## src/hw/rtl/peer_liveness_registry_unit_assert.svh

```systemverilog
// ----------------------------------------------------------------------------
// Peer liveness registry assertion macros
// Small wrappers that keep the concurrent checks short and uniform.
// ----------------------------------------------------------------------------
`ifndef PEER_LIVENESS_REGISTRY_UNIT_ASSERT_SVH
`define PEER_LIVENESS_REGISTRY_UNIT_ASSERT_SVH

// The condition holds at every clock edge outside reset.
`define PLR_ASSERT_ALWAYS(lbl, clk, rstn, prop) \
  lbl: assert property (@(posedge clk) disable iff (!rstn) (prop)) \
    else $error("plr: invariant violated");

// When the antecedent holds, the consequent holds in the same cycle.
`define PLR_ASSERT_IMPLIES(lbl, clk, rstn, ante, cons) \
  lbl: assert property (@(posedge clk) disable iff (!rstn) (ante) |-> (cons)) \
    else $error("plr: implication violated");

// When the antecedent holds, the consequent holds in the next cycle.
`define PLR_ASSERT_NEXT(lbl, clk, rstn, ante, cons) \
  lbl: assert property (@(posedge clk) disable iff (!rstn) (ante) |=> (cons)) \
    else $error("plr: next-cycle check violated");

`endif

```

## src/hw/rtl/plr_pkg.sv

```systemverilog
// ----------------------------------------------------------------------------
// Peer liveness registry package
// Shared constants, codes and types of the registry blocks.
// ----------------------------------------------------------------------------
`default_nettype none

package plr_pkg;

  localparam int unsigned TableDepth  = 32;
  localparam int unsigned MaxResults  = 32;
  localparam int unsigned ResCntW     = 6;

  localparam int unsigned InDataW  = 88;
  localparam int unsigned OutDataW = 56;
  localparam int unsigned CfgIdxW  = 2;
  localparam int unsigned CfgDataW = 16;

  // Action codes on the input beat.
  localparam logic [2:0] ACT_REGISTER  = 3'd0;
  localparam logic [2:0] ACT_HEARTBEAT = 3'd1;
  localparam logic [2:0] ACT_ACK       = 3'd2;
  localparam logic [2:0] ACT_SHUTDOWN  = 3'd3;
  localparam logic [2:0] ACT_LIST      = 3'd4;
  localparam logic [2:0] ACT_SWEEP     = 3'd5;

  // Configuration register indexes.
  localparam logic [CfgIdxW-1:0] CFG_STALE     = 2'd0;
  localparam logic [CfgIdxW-1:0] CFG_PING_IVL  = 2'd1;
  localparam logic [CfgIdxW-1:0] CFG_MAX_PINGS = 2'd2;

  localparam logic [15:0] StaleReset    = 16'd600;
  localparam logic [15:0] PingIvlReset  = 16'd10;
  localparam logic [3:0]  MaxPingsReset = 4'd6;

  typedef enum logic [2:0] {
    OP_REG   = 3'd0,
    OP_HB    = 3'd1,
    OP_ACK   = 3'd2,
    OP_SD    = 3'd3,
    OP_LIST  = 3'd4,
    OP_SWEEP = 3'd5,
    OP_NONE  = 3'd6
  } op_e;

  typedef enum logic [2:0] {
    KIND_NOTHING = 3'd0,
    KIND_ACK     = 3'd1,
    KIND_PING    = 3'd2,
    KIND_ENTRY   = 3'd3,
    KIND_EMPTY   = 3'd4,
    KIND_FULL    = 3'd5
  } kind_e;

  typedef struct packed {
    op_e         op;
    logic [31:0] now;
    logic [31:0] ip;
    logic [15:0] port;
  } item_t;

  typedef struct packed {
    kind_e       kind;
    logic [31:0] ip;
    logic [15:0] port;
  } result_t;

  typedef struct packed {
    logic [15:0] stale;
    logic [15:0] ping_ivl;
    logic [3:0]  max_pings;
  } cfg_t;

  typedef struct packed {
    logic [31:0] ip;
    logic [15:0] port;
    logic [3:0]  unans;
    logic [1:0]  acks;
    logic [31:0] heard;
    logic [31:0] pinged;
    logic        sd;
    logic        val;
  } entry_t;

endpackage

`default_nettype wire

```

## src/hw/rtl/plr_front.sv

```systemverilog
// ----------------------------------------------------------------------------
// Peer liveness registry front end
// Accepts input beats, decodes the action and queues classified events.
// ----------------------------------------------------------------------------
`default_nettype none

module plr_front (
  input  wire logic                 clk_i,
  input  wire logic                 rst_ni,
  input  wire logic                 in_valid_i,
  output logic                      in_ready_o,
  input  wire logic [2:0]           action_i,
  input  wire logic [31:0]          now_i,
  input  wire logic [31:0]          ip_i,
  input  wire logic [15:0]          port_i,
  output logic                      ev_valid_o,
  input  wire logic                 ev_ready_i,
  output plr_pkg::item_t            ev_o
);

  plr_pkg::item_t fifo_q [2];
  plr_pkg::item_t cls;
  logic           wp_q, wp_d, rp_q, rp_d;
  logic [1:0]     fill_q, fill_d;
  logic           push, pop;

  // Unused action codes become a no-op event.
  always_comb begin
    cls.now  = now_i;
    cls.ip   = ip_i;
    cls.port = port_i;
    case (action_i)
      plr_pkg::ACT_REGISTER:  cls.op = plr_pkg::OP_REG;
      plr_pkg::ACT_HEARTBEAT: cls.op = plr_pkg::OP_HB;
      plr_pkg::ACT_ACK:       cls.op = plr_pkg::OP_ACK;
      plr_pkg::ACT_SHUTDOWN:  cls.op = plr_pkg::OP_SD;
      plr_pkg::ACT_LIST:      cls.op = plr_pkg::OP_LIST;
      plr_pkg::ACT_SWEEP:     cls.op = plr_pkg::OP_SWEEP;
      default:                cls.op = plr_pkg::OP_NONE;
    endcase
  end

  assign in_ready_o = (fill_q != 2'd2);
  assign ev_valid_o = (fill_q != 2'd0);
  assign ev_o       = fifo_q[rp_q];
  assign push       = in_valid_i && in_ready_o;
  assign pop        = ev_valid_o && ev_ready_i;

  always_comb begin
    wp_d   = push ? ~wp_q : wp_q;
    rp_d   = pop ? ~rp_q : rp_q;
    fill_d = fill_q + {1'b0, push} - {1'b0, pop};
  end

  always_ff @(posedge clk_i or negedge rst_ni) begin
    if (!rst_ni) begin
      wp_q   <= 1'b0;
      rp_q   <= 1'b0;
      fill_q <= 2'd0;
    end else begin
      wp_q   <= wp_d;
      rp_q   <= rp_d;
      fill_q <= fill_d;
    end
  end

  always_ff @(posedge clk_i) begin
    if (push) begin
      fifo_q[wp_q] <= cls;
    end
  end

endmodule

`default_nettype wire

```

## config.mk

```make
export PLATFORM = sky130hd
export DESIGN_NAME = plr_front
export DESIGN_NICKNAME = d
export VERILOG_FILES = /design/src/hw/rtl/peer_liveness_registry_unit_assert.svh /design/src/hw/rtl/plr_pkg.sv /design/src/hw/rtl/plr_front.sv
export SDC_FILE = /design/constraint.sdc
export NUM_CORES = 1
export LEC_CHECK = 0
export BUFFER_PORTS_ARGS = -buffer_cell sky130_fd_sc_hd__buf_2
export CORE_UTILIZATION = 34
export DETAILED_ROUTE_END_ITERATION = 6
export PLACE_DENSITY = 0.65
export SETUP_SLACK_MARGIN = 0.4
export SLEW_MARGIN = 10
export SYNTH_ARGS = -nofsm -noshare
export SYNTH_HDL_FRONTEND = slang
export SYNTH_SLANG_ARGS = --single-unit
```

## constraint.sdc

```tcl
create_clock -name clk_i -period 4.9 [get_ports clk_i]
set_input_delay 0.735 -clock clk_i [delete_from_list [all_inputs] [get_ports clk_i]]
set_output_delay 0.735 -clock clk_i [all_outputs]
set_load 0.05 [all_outputs]
```

---- Yosys cells after proc, flatten, opt, wreduce, memory -nomap -nowiden ----
Memory sizes are Yosys's and may differ from the RTL's.
Index checks and enable logic that the tools add are counted.
cells by class
  $add $sub $neg .......................... 2
  equality and inequality tests ........... 6
  mux-type cells .......................... 3
  bitwise gates (word level) .............. 2
  reductions and logical operators ........ 4
operators by type and width
  kind                count
  $pmux 3 s6          1
  $eq 3x2->1 const B  2
  $eq 3x3->1 const B  2
  $eq 3x1->1 const B  1
  $logic_not 3->1     1
  $add 2x1->2         1
  $logic_and 1x1->1   2
  $mux 1              2
  $ne 2x2->1 const B  1
  $not 1->1           2
  $reduce_bool 2->1   1
  $sub 2x1->2         1
word-level totals
  register bits after elaboration ......... 4
  RAM bits ................................ 166
  bits of input ports ..................... 87
  output and inout bits ................... 85
  word-level logic and storage cells ...... 21
  memories kept ........................... 1
memories
  name    words  width  read ports  clocked after Yosys merged registers in  wr ports  RTL line         RTL
  fifo_q  2      83     1           0                                        1         plr_front.sv:21  plr_pkg::item_t fifo_q [2];

---- Depth between registers and ports, before layout ----
  depth in word-level cells ............... 4
  gate-level depth with buffers ........... 7
  gate-level depth less buffers ........... 7

---- Least setup slack after synthesis ----
OpenSTA, ideal clock, no wires.
  kind .................................... register to register
  start ................................... register fill_q[0]
  end ..................................... memory fifo_q[0][0] in the netlist's numbering, enable pin
  data arrival time ....................... 4485 ps
  required time ........................... 4375 ps
  setup slack ............................. -110 ps
  cell stages (with the launch flop) ...... 4
  path buffers ............................ 0
  clock period less this slack ............ 5010 ps
  cell sequence ........................... dfrtp_1 nand2b_1 nand2_1 nor2_1
between the ends
  longest elaborated chain between the ends .. 4
RTL lines
  item                          RTL line         RTL
  from (decl)                   plr_front.sv:24  logic [1:0] fill_q, fill_d;
  from (signal assigned)        plr_front.sv:63  fill_q <= fill_d;
  $ne 2x2->1                    plr_front.sv:43  assign in_ready_o = (fill_q != 2'd2);
  via in_ready_o                plr_front.sv:11  output logic in_ready_o,
  $logic_and 1x1->1             plr_front.sv:46  assign push = in_valid_i && in_ready_o;
  $mux 1                        plr_front.sv:68  if (push) begin
  $mux 1 (implied by the code)  plr_front.sv:69  fifo_q[wp_q] <= cls;
  to (decl)                     plr_front.sv:21
The timed path passes the listed nets, and every way through them passes these cells.

==> results.toml <==
[clocking]
tritoncts = "yes"
cts_setup_buffers = 0
cts_max_path_buffers = 2
clkSinkCount = 170
cts_root_buffer = "clkbuf_16"
cts_buffers = 17
clock_latency_ns = 0.41
clk_pin_slew_ns = 0.06
htree_levels = 4
hold_buffers = 0
cts_resized = 0

[setup_path]
rr_startpoint = "fill_q[1]$_DFF_PN0_"
crit_path_start_kind = "register"
arrival_ns = 2.33
crit_fanout = 31
cpMaxStageDelayCell = "dfrtp_4"
cp-end-kind = "output port"
path_cells = "buf_4, mux2_2, buf_2"
startpoint = "rp_q$_DFFE_PN0P_"
cp.buffers_inverters = 2
crit_required_ns = 4.16
crit_family = "buffers and inverters"
max_stage_delay_ns = 0.73
criticalPathCategory = "register to output port"

[timing]
finalCritPeriodShare = 0.6263
setup_slack_ns = 1.831
worstMarginPinSlew_ns = 0.7571
skew_ns = 0.007323
slew_headroom = 0.4952
fin_tns_setup_ns = 0
drv_slew = 0
min_period_ns = 3.069
final-setup-viol-count = 0
rsz0062_at_grt = "false"
fmax_mhz = 325.8
hold_violations = 0

[power]
p_seq_frac = 0.358
combPwrFrac = 0.412
irDropWorstVdd_v = 0.0004453
switching_share = 0.3931
internal-power_mw = 3.598
p_leak_nw = 3.207
clkPwrFrac = 0.229
p_switching_mw = 2.330
power_density_nw_per_um2 = 726.5

[finish]
drive_above_1_share = 0.6068
diodes = 0
syn_to_final_growth_pct = 26.62
finalNetCount = 551

[drt]
dr_total_vias = 3134
vias_per_cell = 4.464
post_drt_wl_per_cell_um = 16.42
first_iter_violations = 212
drc = 0
drtAntennaViolNets = 0
wl_um = 11530
drtPass1Iterations = 6

[outcome]
status = "finished clean"

[grt]
grt_max_degree = 53
grt_pass1_wl_um = 17910
grt_pass1_vias = 3468
grt_overflow = 0
antenna_found_initial = 0
grt_use_total = 0.1226

[synth]
seq_area_frac_synth = 0.7890
netlist_area_sq_um = 6445
synth.avg_cell_area_sq_um = 23.18
synth_cell_type_count = 18
yosys_register_bits = 170
ys_warn_count = 0
syn_inst = 278
synthesis.nets = 367

[floorplan]
die_area_sq_um = 19510
row_count = 49
io_pins = 172
initial_core_util = 0.3528
fp.dieW_um = 139.7
die_h_um = 139.7
coreArea_sq_um = 18270

[hold_path]
hold_class = "primary input to asynchronous set/reset pin"

[place]
io_buffers = 171
dpl_worst_slack_ns = 2.174
dpl.hpwl_um = 7494
place.gp.congestion = 0.6809

[flow_run]
maxCapViolations = 0
[power by group through the flow]
stage / logic, mW / clock network [mW] / registers (mW)
6_report: 2.44 / 1.36 / 2.12
5_1_grt: 2.56 / 1.45 / 2.16
4_1_cts: 2.48 / 1.40 / 2.13
3_5_place_dp: 2.47 / 0 / 2.17
3_3_place_gp: 2.45 / 0 / 2.14
2_1_floorplan: 2.08 / 0 / 2.10
[Yosys cell counts]
cell type | n | area, sq um
edfxtp_1 | 166 | 4985
mux2_4 | 60 | 900.9
mux2_2 | 23 | 259.0
buf_6 | 7 | 78.83
dfrtp_1 | 4 | 100.1
xnor2_1 | 3 | 26.28
buf_2 | 2 | 10.01
clkbuf_1 | 2 | 7.510
ha_1 | 2 | 25.02
a21boi_0 | 1 | 7.510
and2_1 | 1 | 6.260
and3_1 | 1 | 6.260
inv_1 | 1 | 3.750
nand2_1 | 1 | 3.750
nand2b_1 | 1 | 6.260
nor2_1 | 1 | 3.750
or2_1 | 1 | 6.260
xor2_1 | 1 | 8.760
[per-stage QoR]
stage	std cells	hold slack, ns	utilization	power (mW)	area, sq um
5_1_grt	702	0.09642	0.4467	6.174	8160
2_1_floorplan	278	0.4394	-	4.179	6447
4_1_cts	701	0.09612	0.4456	6.007	8140
3_3_place_gp	671	0.4772	0.4132	4.596	7550
6_report	702	0.1190	0.4467	5.928	8160
3_5_place_dp	671	0.4941	0.4132	4.638	7550
[state kept, by name, summed over array words and instances (netlist names)]
| register | cells |
|---|---|
| wp_q | 1 |
| fifo_q | 166 |
| fill_q | 2 |
| rp_q | 1 |
[layer usage]
metal / GRT usage / wire (um) / up-vias
met5: 0 / 0 / -
met4: 0.04685 / 108 / 0
met3: 0.04336 / 775 / 9
met2: 0.2121 / 5815 / 120
met1: 0.1386 / 4829 / 1541
li1: - / - / 1464
[final cells by class]
type,instances,area (sq um)
inverters,1,3.754
fillers,1592,10110
multi-input cells,96,1272
well taps,229,286.5
clock inverters,8,146.4
clock buffers,22,444.2
flip-flops and latches,170,5089
repair buffers,176,918.4
[cells in the final DEF, fill, tap and decap left out, types with 3 or more instances in the layout]
master | netlist | final
buf_2 | 2 | 171
edfxtp_1 | 166 | 166
mux2_4 | 60 | 60
mux2_2 | 23 | 23
clkbuf_16 | 0 | 17
clkbuf_1 | 2 | 5
bufinv_16 | 0 | 4
xnor2_1 | 3 | 3
dfrtp_1 | 4 | 3
buf_4 | 0 | 3
[kinds of logic (layout without fill, tap and decap cells)]
group,Yosys count,count (layout),share of synthesized area
flops,170,170,0.7890
mux,83,83,0.1800
buf+inv,12,207,0.01553
simple gates,6,6,0.005049
xor+xnor,4,4,0.005437
fa+ha+maj,2,2,0.003882
compound gates,1,1,0.001165
[worst paths after layout]
kind	depth (start not counted)	endpoint	slack [ns]
max in group asynchronous	1	rp_q$_DFFE_PN0P_	4.65
min in group clk_i	1	fill_q[1]$_DFF_PN0_	0.51
hold reg to reg	1	fill_q[1]$_DFF_PN0_	0.51
setup / recovery	3	ev_o[0]	1.83
hold / removal	1	rp_q$_DFFE_PN0P_	0.12
setup reg to reg	3	fifo_q[1][42]$_DFFE_PP_	2.73
(Power assumes the default switching activity.)
